===== src/hdl/nbge_pkg.sv =====
// nbge_pkg: shared types and constants for the n-body euler step core
// payload words, config register indexes, sequencer states, unit control structs
// no dependencies
package nbge_pkg;

  // command codes
  localparam logic CMD_LOAD = 1'b0;
  localparam logic CMD_STEP = 1'b1;

  // config register indexes
  localparam int CFG_IDX_W = 1;
  localparam logic [CFG_IDX_W-1:0] CFG_TIME_STEP  = 1'b0;
  localparam logic [CFG_IDX_W-1:0] CFG_BODY_COUNT = 1'b1;
  localparam logic [31:0] TIME_STEP_RESET  = 32'd4294967;
  localparam logic [6:0]  BODY_COUNT_RESET = 7'd3;

  // body store slots
  localparam int NUM_STORES = 7;
  localparam int SI_POS_X = 0;
  localparam int SI_POS_Y = 1;
  localparam int SI_POS_Z = 2;
  localparam int SI_VEL_X = 3;
  localparam int SI_VEL_Y = 4;
  localparam int SI_VEL_Z = 5;
  localparam int SI_MASS  = 6;

  // multiply issue counts (last issue index)
  localparam logic [3:0] SQ_LAST   = 4'd11;
  localparam logic [3:0] PROD_LAST = 4'd2;
  localparam logic [3:0] POS_LAST  = 4'd1;

  // divide / square root step counts (last step index)
  localparam logic [6:0] DIV_LAST  = 7'd127;
  localparam logic [6:0] SQRT_LAST = 7'd63;

  localparam logic signed [63:0] SAT_MAX = 64'sh7FFF_FFFF_FFFF_FFFF;
  localparam logic signed [63:0] SAT_MIN = 64'sh8000_0000_0000_0000;

  typedef struct packed {
    logic               command;
    logic [5:0]         body_index;
    logic signed [63:0] pos_x_in;
    logic signed [63:0] pos_y_in;
    logic signed [63:0] pos_z_in;
    logic signed [63:0] vel_x_in;
    logic signed [63:0] vel_y_in;
    logic signed [63:0] vel_z_in;
    logic [63:0]        mass_in;
  } cmd_word_t;

  typedef struct packed {
    logic signed [63:0] next_pos_x;
    logic signed [63:0] next_pos_y;
    logic signed [63:0] next_pos_z;
    logic signed [63:0] next_vel_x;
    logic signed [63:0] next_vel_y;
    logic signed [63:0] next_vel_z;
    logic               singular_pair;
    logic               overflowed;
  } res_word_t;

  typedef enum logic {
    DS_DIV,
    DS_SQRT
  } ds_op_t;

  typedef struct packed {
    logic   start;
    ds_op_t op;
  } ds_req_t;

  typedef struct packed {
    logic busy;
    logic done;
  } ds_stat_t;

  typedef struct packed {
    logic       clear;
    logic       issue;
    logic [1:0] sh;
  } mac_req_t;

  typedef enum logic [4:0] {
    ST_IDLE,
    ST_LATCH_I,
    ST_NEXT_J,
    ST_DIFF,
    ST_SQ,
    ST_SQ_DRAIN,
    ST_SQRT,
    ST_SQRT_WAIT,
    ST_DIV1,
    ST_DIV1_WAIT,
    ST_DIV2,
    ST_DIV2_WAIT,
    ST_DIVU,
    ST_DIVU_WAIT,
    ST_TSEL,
    ST_PROD,
    ST_PROD_DRAIN,
    ST_PROD_TAKE,
    ST_TACC,
    ST_FIN_PM,
    ST_FIN_PM_DRAIN,
    ST_FIN_PS,
    ST_FIN_VM,
    ST_FIN_VM_DRAIN,
    ST_FIN_VS,
    ST_OUT
  } state_t;

endpackage


===== src/hdl/nbge_mac.sv =====
// nbge_mac: shared 33x33 multiplier with registered product and chunk-shifted accumulator
// depends on nbge_pkg
module nbge_mac (
  input  logic              clk,
  input  logic              rst,
  input  nbge_pkg::mac_req_t req,
  input  logic [32:0]       a,
  input  logic [32:0]       b,
  output logic [129:0]      acc
);
  import nbge_pkg::*;

  logic [65:0] prod;
  logic [1:0]  prod_sh;
  logic        prod_valid;

  // multiply stage
  always_ff @(posedge clk) begin
    prod    <= a * b;
    prod_sh <= req.sh;
  end

  always_ff @(posedge clk) begin
    if (rst) begin
      prod_valid <= 1'b0;
    end else begin
      prod_valid <= req.issue;
    end
  end

  // accumulate stage, product placed at a 32-bit chunk boundary
  always_ff @(posedge clk) begin
    if (req.clear) begin
      acc <= '0;
    end else if (prod_valid) begin
      acc <= acc + (130'(prod) << {prod_sh, 5'b0});
    end
  end

endmodule


===== config.mk =====
export PLATFORM = sky130hd
export DESIGN_NAME = nbge_mac
export DESIGN_NICKNAME = d
export VERILOG_FILES = /design/src/hdl/nbge_pkg.sv /design/src/hdl/nbge_mac.sv
export SDC_FILE = /design/constraint.sdc
export NUM_CORES = 2
export LEC_CHECK = 0
export BUFFER_PORTS_ARGS = -buffer_cell sky130_fd_sc_hd__buf_2
export CORE_UTILIZATION = 46
export CTS_CLUSTER_DIAMETER = 200
export CTS_CLUSTER_SIZE = 10
export DETAILED_ROUTE_END_ITERATION = 8
export GPL_TIMING_DRIVEN = 0
export PLACE_DENSITY = 0.62
export SLEW_MARGIN = 20
export SYNTH_ARGS = -nofsm -noshare
export SYNTH_HDL_FRONTEND = slang
export SYNTH_SLANG_ARGS = --single-unit

===== constraint.sdc =====
create_clock -name clk -period 19.6 [get_ports clk]
set_input_delay 1.96 -clock clk [delete_from_list [all_inputs] [get_ports clk]]
set_output_delay 1.96 -clock clk [all_outputs]
set_load 0.02 [all_outputs]

==> qor.yml <==
status: "complete, no violations"
grt_pass1_wl_um: 288000
drive_gt1_share_pct: 5.57
setup_viol: 0
die_w_um: 334
yosysUniqueCellTypes: 98
finalHoldViolations: 0
grtUsageTotal_pct: 35.6
antenna_left: 0
netlist_area_um2: 50700
synth_edf_count: 0
fp-row-count: 121
post_cts_resized: 0
fillers: 10715
die_h_um: 334
coreArea_um2: 109000
numPortBuffers: 201
vias: 42754
slew_viol_final: 0
drtIter0Drc: 3446
grt.overflow.total: 0
drt-total-wl_um: 198000
area_delta_synth_final_pct: 6.70
critPathKind: "in2reg"
yosysSeqAreaShare_pct: 7.86
grt_max_degree: 20
critical_path_arrival_ns: 11.70
cts_hold_buf: 0
slew_headroom_pct: 17.4
synth_warnings: 0
antenna_found_initial: 15
tightest_slew_ns: 1.21
crit_top_cell: "fa_1"
htree_levels: 4
cpPeakStageDelay_ns: 0.92
tns_ns: 0
regArea_um2: 3980
fmax_mhz: 88.0
fin_nets: 7553
grt_pass1_vias: 43565
cts_tree: "done"
cp.required_ns: 19.94
cp-start-kind: "input pin"
cts_buffers: 17
cap_violations: 0
clkTransAtPathRegs_ns: 0.08
drtPass1Iterations: 5
ys_dominant_reg_cell: "dfxtp_1"
gp_congestion: 1.04
initial_core_util_pct: 46.5
layout_worst_path_cycle_share_pct: 58.0
clock_sinks: 199
hpwl_um: 170000
synth_nets: 7333
drc: 0
dieArea_um2: 112000
cp_max_fo: 11
ios: 202
hold_depth: 2
clock_latency_ns: 0.48
finalCriticalPeriod_ns: 11.36
finalClockSkew_ns: 0.0180
multi_input_area_um2: 41200
hold_path.class: "reg2reg"
postCtsSetupBuffers: 0
cts-root-buf: "clkbuf_16"
syn_avg_cell_area_um2: 8.58
rsz0062_at_grt: "no"
clockBufferDepth: 2
synthCells: 5908
wire_per_inst_um: 26.1
cp-end-kind: "flop"
synth-seq-cells: 199
cpMaxStageDelayCell: "clkbuf_1"
reg2reg_depth: 17
viasPerCell: 5.65
synthArstFlopShare_pct: 0
[per-stage QoR]
step / setup WS (ns) / hold WS, ns / util (%) / instances / cell area, µm²
4_1_cts: 8.48 / 0.484 / 49.6 / 7555 / 54100
5_1_grt: 7.99 / 0.504 / 49.6 / 7556 / 54100
3_5_place_dp: 8.01 / 0.473 / 49.1 / 7523 / 53500
3_3_place_gp: 7.68 / 0.458 / 49.1 / 7523 / 53500
6_report: 8.24 / 0.485 / 49.6 / 7564 / 54100
2_1_floorplan: 10.34 / 0.539 / - / 5908 / 50700
[layout by cell type, fill, tap and decap left out, types with 8 or more instances in the layout]
| cell type | count |
|---|---|
| o21a_1 | 19 |
| nor2b_1 | 54 |
| diode_2 | 9 |
| a211oi_1 | 17 |
| o21bai_1 | 46 |
| inv_1 | 1072 |
| nand3_1 | 41 |
| buf_6 | 12 |
| o21ai_0 | 153 |
| xnor2_1 | 110 |
| nor3_1 | 34 |
| a22o_1 | 36 |
| nand2b_1 | 21 |
| and4_1 | 9 |
| a21oi_1 | 234 |
| nand2_1 | 734 |
| a21o_1 | 111 |
| mux2i_1 | 107 |
| and2_1 | 609 |
| o211ai_1 | 8 |
| nor2_1 | 233 |
| o21ai_1 | 38 |
| and3_1 | 21 |
| clkbuf_16 | 17 |
| xor2_1 | 72 |
| dfxtp_1 | 199 |
| clkbuf_1 | 279 |
| fa_1 | 959 |
| nand4_1 | 61 |
| ha_1 | 394 |
| a31oi_1 | 28 |
| buf_2 | 224 |
| a21boi_0 | 8 |
[worst paths after layout]
kind,endpoint,start,slack (ns)
setup / recovery,prod[55],a[17],8.24
hold / removal,acc[69],acc[69],0.49
setup reg to reg,acc[127],prod_sh[0],13.19
hold reg to reg,acc[69],acc[69],0.49
[cell type report]
cell class	count	share of cell area (%)
clock buffers	18	0.812
repair buffers	201	1.86
inverters	1072	7.44
multi-input cells	4304	76.2
diodes	9	0.0416
clock inverters	14	0.289
plain buffers	333	2.68
flip-flops and latches	199	7.36
well taps	1414	3.27
[registers in the layout (all words and copies together), names as in the netlist]
register and cells:
prod_sh 2, prod 66, prod_valid 1, acc 130
[worst max-delay path, delay by kind of cell]
kind	cells	cell delay [ns]
adder cells (fa/ha/maj)	9	4.28
AO/OA/AOI/OAI	9	2.32
buffers and inverters	8	1.72
AND/OR/NAND/NOR	3	1.02
XOR/XNOR	1	0.36
[metal layers]
layer | GRT usage [%] | wire length [µm]
met5 | 0 | 83
met4 | 23.0 | 15000
met3 | 8.11 | 17900
met2 | 57.0 | 89600
met1 | 43.3 | 75000
[Yosys cell counts, types with 6 or more instances]
master / n / area [µm²]
or3_1: 7 / 43.8
nor4_1: 7 / 43.8
o21ai_1: 38 / 190
nand2b_1: 21 / 131
dfxtp_1: 199 / 3980
and3_1: 21 / 131
a31oi_1: 28 / 175
a22o_1: 36 / 315
xor2_1: 72 / 631
clkbuf_1: 281 / 1050
a221oi_1: 7 / 61.3
mux2i_1: 107 / 1070
buf_6: 12 / 135
o21bai_1: 46 / 345
xnor2_1: 110 / 963
nand4_1: 61 / 382
nand2_1: 734 / 2760
a21o_1: 111 / 833
ha_1: 394 / 4930
nor2_1: 233 / 875
nand3_1: 41 / 205
a21boi_0: 8 / 60.1
o21ai_0: 153 / 766
a21oi_2: 7 / 61.3
buf_1: 7 / 26.3
o211ai_1: 8 / 60.1
or2_2: 7 / 43.8
and4_1: 9 / 78.8
a21oi_1: 234 / 1170
buf_2: 23 / 115
o21a_1: 19 / 143
a221o_1: 6 / 60.1
fa_1: 959 / 19200
a211oi_1: 17 / 128
and2_1: 609 / 3810
nor3_1: 34 / 170
nor2b_1: 54 / 338
inv_1: 1072 / 4020
[kinds of logic after synthesis]
kind of cell	after synthesis	share of synthesized area [%]
AND/OR/NAND/NOR	1865	18.2
AO/OA/AOI/OAI	792	10.1
adder cells (fa/ha/maj)	1353	47.6
XOR/XNOR	182	3.14
buffers and inverters	1405	10.8
multiplexers	112	2.22
flip-flops	199	7.86
Power is not shown: default switching activity piles up to over one toggle a cycle in this logic, so the estimate is an artifact.
