[config.mk]
export PLATFORM = sky130hd
export DESIGN_NAME = nbge_divsqrt
export DESIGN_NICKNAME = d
export VERILOG_FILES = /design/src/hdl/nbge_pkg.sv /design/src/hdl/nbge_divsqrt.sv
export SDC_FILE = /design/constraint.sdc
export NUM_CORES = 1
export LEC_CHECK = 0
export BUFFER_PORTS_ARGS = -buffer_cell sky130_fd_sc_hd__buf_2
export CORE_MARGIN = 2
export CORE_UTILIZATION = 55
export DETAILED_ROUTE_END_ITERATION = 16
export PLACE_DENSITY_LB_ADDON = 0.08
export SLEW_MARGIN = 25
export SYNTH_ARGS = -nofsm -noshare
export SYNTH_HDL_FRONTEND = slang
export SYNTH_SLANG_ARGS = --single-unit
[constraint.sdc]
create_clock -name clk -period 8.1 [get_ports clk]
set_clock_uncertainty 0.05 [all_clocks]
set_input_delay 0.405 -clock clk [delete_from_list [all_inputs] [get_ports clk]]
set_output_delay 0.405 -clock clk [all_outputs]
set_load 0.05 [all_outputs]
[src/hdl/nbge_pkg.sv]
// nbge_pkg: shared types and constants for the n-body euler step core
// payload words, config register indexes, sequencer states, unit control structs
// no dependencies
package nbge_pkg;

  // command codes
  localparam logic CMD_LOAD = 1'b0;
  localparam logic CMD_STEP = 1'b1;

  // config register indexes
  localparam int CFG_IDX_W = 1;
  localparam logic [CFG_IDX_W-1:0] CFG_TIME_STEP  = 1'b0;
  localparam logic [CFG_IDX_W-1:0] CFG_BODY_COUNT = 1'b1;
  localparam logic [31:0] TIME_STEP_RESET  = 32'd4294967;
  localparam logic [6:0]  BODY_COUNT_RESET = 7'd3;

  // body store slots
  localparam int NUM_STORES = 7;
  localparam int SI_POS_X = 0;
  localparam int SI_POS_Y = 1;
  localparam int SI_POS_Z = 2;
  localparam int SI_VEL_X = 3;
  localparam int SI_VEL_Y = 4;
  localparam int SI_VEL_Z = 5;
  localparam int SI_MASS  = 6;

  // multiply issue counts (last issue index)
  localparam logic [3:0] SQ_LAST   = 4'd11;
  localparam logic [3:0] PROD_LAST = 4'd2;
  localparam logic [3:0] POS_LAST  = 4'd1;

  // divide / square root step counts (last step index)
  localparam logic [6:0] DIV_LAST  = 7'd127;
  localparam logic [6:0] SQRT_LAST = 7'd63;

  localparam logic signed [63:0] SAT_MAX = 64'sh7FFF_FFFF_FFFF_FFFF;
  localparam logic signed [63:0] SAT_MIN = 64'sh8000_0000_0000_0000;

  typedef struct packed {
    logic               command;
    logic [5:0]         body_index;
    logic signed [63:0] pos_x_in;
    logic signed [63:0] pos_y_in;
    logic signed [63:0] pos_z_in;
    logic signed [63:0] vel_x_in;
    logic signed [63:0] vel_y_in;
    logic signed [63:0] vel_z_in;
    logic [63:0]        mass_in;
  } cmd_word_t;

  typedef struct packed {
    logic signed [63:0] next_pos_x;
    logic signed [63:0] next_pos_y;
    logic signed [63:0] next_pos_z;
    logic signed [63:0] next_vel_x;
    logic signed [63:0] next_vel_y;
    logic signed [63:0] next_vel_z;
    logic               singular_pair;
    logic               overflowed;
  } res_word_t;

  typedef enum logic {
    DS_DIV,
    DS_SQRT
  } ds_op_t;

  typedef struct packed {
    logic   start;
    ds_op_t op;
  } ds_req_t;

  typedef struct packed {
    logic busy;
    logic done;
  } ds_stat_t;

  typedef struct packed {
    logic       clear;
    logic       issue;
    logic [1:0] sh;
  } mac_req_t;

  typedef enum logic [4:0] {
    ST_IDLE,
    ST_LATCH_I,
    ST_NEXT_J,
    ST_DIFF,
    ST_SQ,
    ST_SQ_DRAIN,
    ST_SQRT,
    ST_SQRT_WAIT,
    ST_DIV1,
    ST_DIV1_WAIT,
    ST_DIV2,
    ST_DIV2_WAIT,
    ST_DIVU,
    ST_DIVU_WAIT,
    ST_TSEL,
    ST_PROD,
    ST_PROD_DRAIN,
    ST_PROD_TAKE,
    ST_TACC,
    ST_FIN_PM,
    ST_FIN_PM_DRAIN,
    ST_FIN_PS,
    ST_FIN_VM,
    ST_FIN_VM_DRAIN,
    ST_FIN_VS,
    ST_OUT
  } state_t;

endpackage

[src/hdl/nbge_divsqrt.sv]
// nbge_divsqrt: shared restoring divider (128 by 64) and integer square root (128 bits)
// one quotient or root bit per cycle; depends on nbge_pkg
module nbge_divsqrt (
  input  logic               clk,
  input  logic               rst,
  input  nbge_pkg::ds_req_t  req,
  input  logic [127:0]       num,
  input  logic [63:0]        den,
  output nbge_pkg::ds_stat_t stat,
  output logic [127:0]       quo
);
  import nbge_pkg::*;

  logic         run;
  logic         done;
  ds_op_t       op;
  logic [6:0]   cnt;
  logic [127:0] n, n_next;
  logic [65:0]  rem, rem_next;
  logic [127:0] q_next;
  logic [63:0]  d;
  logic [64:0]  dsh;
  logic [67:0]  ssh;
  logic [67:0]  trial;
  logic         ge;
  logic [6:0]   last;

  assign last = (op == DS_SQRT) ? SQRT_LAST : DIV_LAST;
  assign stat.busy = run;
  assign stat.done = done;

  // one step of divide or square root
  always_comb begin
    dsh   = {rem[63:0], n[127]};
    ssh   = {rem, n[127:126]};
    trial = {2'b00, quo[63:0], 2'b01};
    if (op == DS_SQRT) begin
      ge       = ssh >= trial;
      rem_next = ge ? 66'(ssh - trial) : 66'(ssh);
      n_next   = {n[125:0], 2'b00};
    end else begin
      ge       = dsh >= {1'b0, d};
      rem_next = ge ? 66'(dsh - {1'b0, d}) : 66'(dsh);
      n_next   = {n[126:0], 1'b0};
    end
    q_next = {quo[126:0], ge};
  end

  // control
  always_ff @(posedge clk) begin
    if (rst) begin
      run  <= 1'b0;
      done <= 1'b0;
      cnt  <= '0;
    end else begin
      done <= 1'b0;
      if (req.start) begin
        run <= 1'b1;
        cnt <= '0;
      end else if (run) begin
        cnt <= cnt + 7'd1;
        if (cnt == last) begin
          run  <= 1'b0;
          done <= 1'b1;
        end
      end
    end
  end

  // datapath
  always_ff @(posedge clk) begin
    if (req.start) begin
      op  <= req.op;
      n   <= num;
      d   <= den;
      rem <= '0;
      quo <= '0;
    end else if (run) begin
      n   <= n_next;
      rem <= rem_next;
      quo <= q_next;
    end
  end

endmodule

==> results.md <==
Die:
- From left edge to right edge, the die measures 217 um.
- Pin placement for this block handled 326 I/O pins.
- The die is 217 um tall.
- The total area inside the core boundary comes to approximately 45000 um2.
- The die area is 47100 um2.
- The starting density of the core is 0.554.
- The floorplan has 78 rows.

Critical path:
- Traced cell by cell, the critical path runs through inv_1, ha_1, fa_1, nor2b_1, o21ai_0, nand2b_1, a21boi_0, o21ai_0, buf_4, a21o_1, o21ai_0, o31a_2, buf_4, nand2_1, o221ai_1, a21oi_1, a2bb2oi_1.
- The endpoint arrival time on the critical path is 5.36 ns.
- The buffer and inverter count on the worst path is 3.
- The element type at the critical path start is a flip-flop.
- The total number of cells along the worst setup path is 17.
- On the worst path, the slowest cell contributes a delay of between 0.7 and 0.8 ns.
- The number of cells on the worst reg-to-reg path is 17.
- The worst register-to-register path begins at n[127].
- For the worst setup path, the data required time is 8.52 ns.
- The most critical setup path has its startpoint at n[127].
- The critical path is of the flip-flop to flip-flop type.
- In this run the register-to-register setup slack is roughly 3.2 ns.
- In this design, the critical path's most frequently occurring cell is o21ai_0.
- The highest fanout seen on the critical path is 86.
- The most critical setup path has its endpoint at rem[59].
- The worst setup path is captured at a flip-flop.
- The kind of cell with the highest combined delay along the critical path is compound AO/OA/AOI/OAI gates.
- For this design, the slowest cell found on the critical path is buf_4.
- The capture point of the worst reg-to-reg path is rem[59].

Routing:
- The DRC violation count after routing is 0.
- The number of nets with antenna violations after routing is 0.
- Wires add up to 71.9 mm.
- The number of DRC violations after detailed-routing iteration 0 is 1890.
- The via count is 21800.
- The average wire length per cell after detail routing is 19.1 um.
- The pre-antenna-repair detailed-routing pass consisted of 8 iterations.
- The ratio of routed vias to standard cells is 5.81.

Logic synthesis:
- After technology mapping, the gate count stands at 2834.
- Yosys attributes the largest share of cell area to edfxtp_1 23%, dfxtp_1 16%, mux2i_1 11%, ha_1 6.6%, o21ai_0 5.1%.
- Of the post-synthesis cell area, the dominant cell type holds 0.232.
- Counting distinct cell types in the post-synthesis netlist gives 73.
- The post-synthesis instance area is between 20000 and 25000 um2.
- The register bit count reported by yosys is 396.
- Counting every net in the synthesized netlist gives 3162.
- The count of warnings emitted by yosys is 0.
- For this run, asynchronously set or reset flops after synthesis account for 0.
- Counting flops with a built-in enable in the synthesized netlist gives between 150 and 200.
- The post-synthesis area per instance is 8.81 um2.
- Of the synthesized area, sequential elements account for 0.395.
- The synthesized design spends more area on one cell type than any other, namely edfxtp_1.
- The most used flip-flop cell after synthesis is dfxtp_1.

Clock network:
- The H-tree was split into 2 levels.
- The number of clock buffers added by TritonCTS is 44.
- The clock passes through at most 3 buffers.
- The insertion delay to the later sink of the worst-skew pair is 0.60 ns.
- CTS saw 396 sinks.
- The number of setup buffers added after CTS is 0.
- TritonCTS built the clock tree.
- The clock transition at the register clock pins on the worst setup and hold paths after CTS is roughly 0.060 ns.
- CTS placed an instance of clkbuf_16 at the clock tree root.

Placement:
- After detailed placement, the total cell area comes to 26900 um2.
- The count of buffers from port buffering is between 300 and 400.
- Once detailed placement completed, the half-perimeter wirelength came to 52.1 mm.
- The final estimated routing congestion in global placement is 0.948.
- At the placement stage, the worst setup path has a slack of approximately 3.2 ns.
- The post-placement cell count is 3606.

Timing:
- Setup total negative slack on the finished layout was measured at 0 ns.
- The shortest period the worst path allows is 4.94 ns.
- In this run the tightest slew margin relative to its limit is 0.323.
- After layout, the worst setup slack is 3.16 ns.
- The count of final hold-check violations is 0.
- The fraction of the cycle the final worst path needs is 0.610.
- Setup repair after global routing left no endpoint under its margin.
- The peak clock frequency supported by timing is 0.202 GHz.
- The transition time of the tightest slew-check pin is 1.02 ns.
- The final number of max-transition violations is 0.
- Setup violations remaining at the end of the flow were counted as 0.

Job:
- The max-cap check violation count is 0.

GRT:
- The total overflow left after global routing is 0.
- The pin count of the biggest net entering global routing is 202.
- The number of global-route vias before repair came to 21100.
- For this run, the total global-route usage over all layers was measured as 0.295.
- The number of antenna violations at the first check in global routing is 3.
- The first global-routing pass estimated between 100 and 150 mm of wire.

Power and ir drop:
- In this run the power density over the cells is 326 nW/um2.
- The total power of the final layout is 9.45 mW.
- The leakage power of the design is 12.9 nW.
- The maximum vdd drop is 0.292 mV.

Layout:
- Of the cells placed in the final design, the portion with a size suffix greater than 1 is 0.140.
- The final layout contains 3446 nets.
- For this run, the number of standard cells in the final layout without fillers is 3757.
- The final instance area is 29000 um2.
- The multi-input gate area in the final layout is approximately 14000 um2.
- The area added between synthesis and finish is 16.1%.
- The sequential cell area is between 9000 and 10000 um2.
- Fill cells in the final layout number between 3000 and 4000.

Status:
- The run finished with clean final reports.

Min path:
- The worst min-delay path category is input port to flip-flop.
power breakdown:
| part | switching (mW) | internal [mW] |
|---|---|---|
| Combinational | 3.03 | 1.86 |
| Clock | 0.859 | 1.15 |
| Sequential | 0.234 | 2.32 |
| Total | 4.12 | 5.33 |
worst register-to-register path: cells and delay by family, from the launching register on:
| family | cells | cell delay [ns] |
|---|---|---|
| compound gates | 9 | 2.24 |
| buf+inv | 3 | 1.12 |
| simple gates | 3 | 0.61 |
| fa+ha+maj | 2 | 0.40 |
| flops | 1 | 0.39 |
kinds of logic after synthesis:
group,Yosys count,synth area share
simple gates,812,0.143
buf+inv,324,0.0494
mux,270,0.108
flops,396,0.395
fa+ha+maj,132,0.0664
xor+xnor,122,0.0428
compound gates,778,0.195
worst min path at each step:
stage / cells after the start / from / slack (ns) / to
floorplan: 2 / cnt[5] / 0.41 / cnt[5]
global placement: 2 / cnt[5] / 0.42 / cnt[5]
detailed placement: 2 / cnt[5] / 0.43 / cnt[5]
CTS: 3 / num[67] / 0.02 / n[67]
global route: 2 / num[0] / 0.03 / n[0]
finish: 3 / num[50] / 0.04 / n[50]
flip-flops by register name (all words and copies together) (netlist names):
register,cells
cnt,7
d,64
done,1
n,128
op,1
quo,128
rem,66
run,1
per-stage QoR:
step | util | hold WS (ns)
floorplan | - | 0.408
global placement | 0.596 | 0.420
detailed placement | 0.596 | 0.429
CTS | 0.643 | 0.0160
global route | 0.643 | 0.0304
finish | 0.643 | 0.0448
Yosys cell counts (all sizes together) (25+ instances only):
master,count
xor2,54
a211oi,35
a31oi,31
ha,131
clkbuf,146
a21o,79
xnor2,68
edfxtp,193
nand4,45
nand3,28
nand2b,32
dfxtp,203
mux2i,265
nand2,328
o211ai,42
buf,25
a21oi,189
inv,153
nor2,264
o21ai,258
placed cells by master (no fill, tap or decap), types with 45 or more instances in the layout:
master,n
dlygate4sd3_1,66
a21oi_1,189
nand4_1,45
nor2_1,263
mux2i_1,265
a21o_1,79
nand2_1,327
xor2_1,54
o21ai_0,254
dfxtp_1,202
inv_1,152
buf_2,324
edfxtp_1,193
xnor2_1,68
ha_1,131
routing by layer:
layer	track usage	share of wire
met1	0.378	0.43
met2	0.507	0.49
met3	0.0412	0.050
met4	0.110	0.035
met5	0	0
cell type report:
class,count,area share
diodes,3,0.000259
multi-input cells,2114,0.479
flip-flops and latches,396,0.340
inverters,153,0.0199
repair buffers,409,0.0850
clock buffers,65,0.0431
well taps,600,0.0259
clock inverters,17,0.00639
timing repair:
item,CTS,global route
gates resized for setup,0,0
endpoints found under the setup margin,0,0
hold buffers,66,0
endpoints found under the hold margin,66,0
No activity file was read; power rests on OpenSTA's default activity.
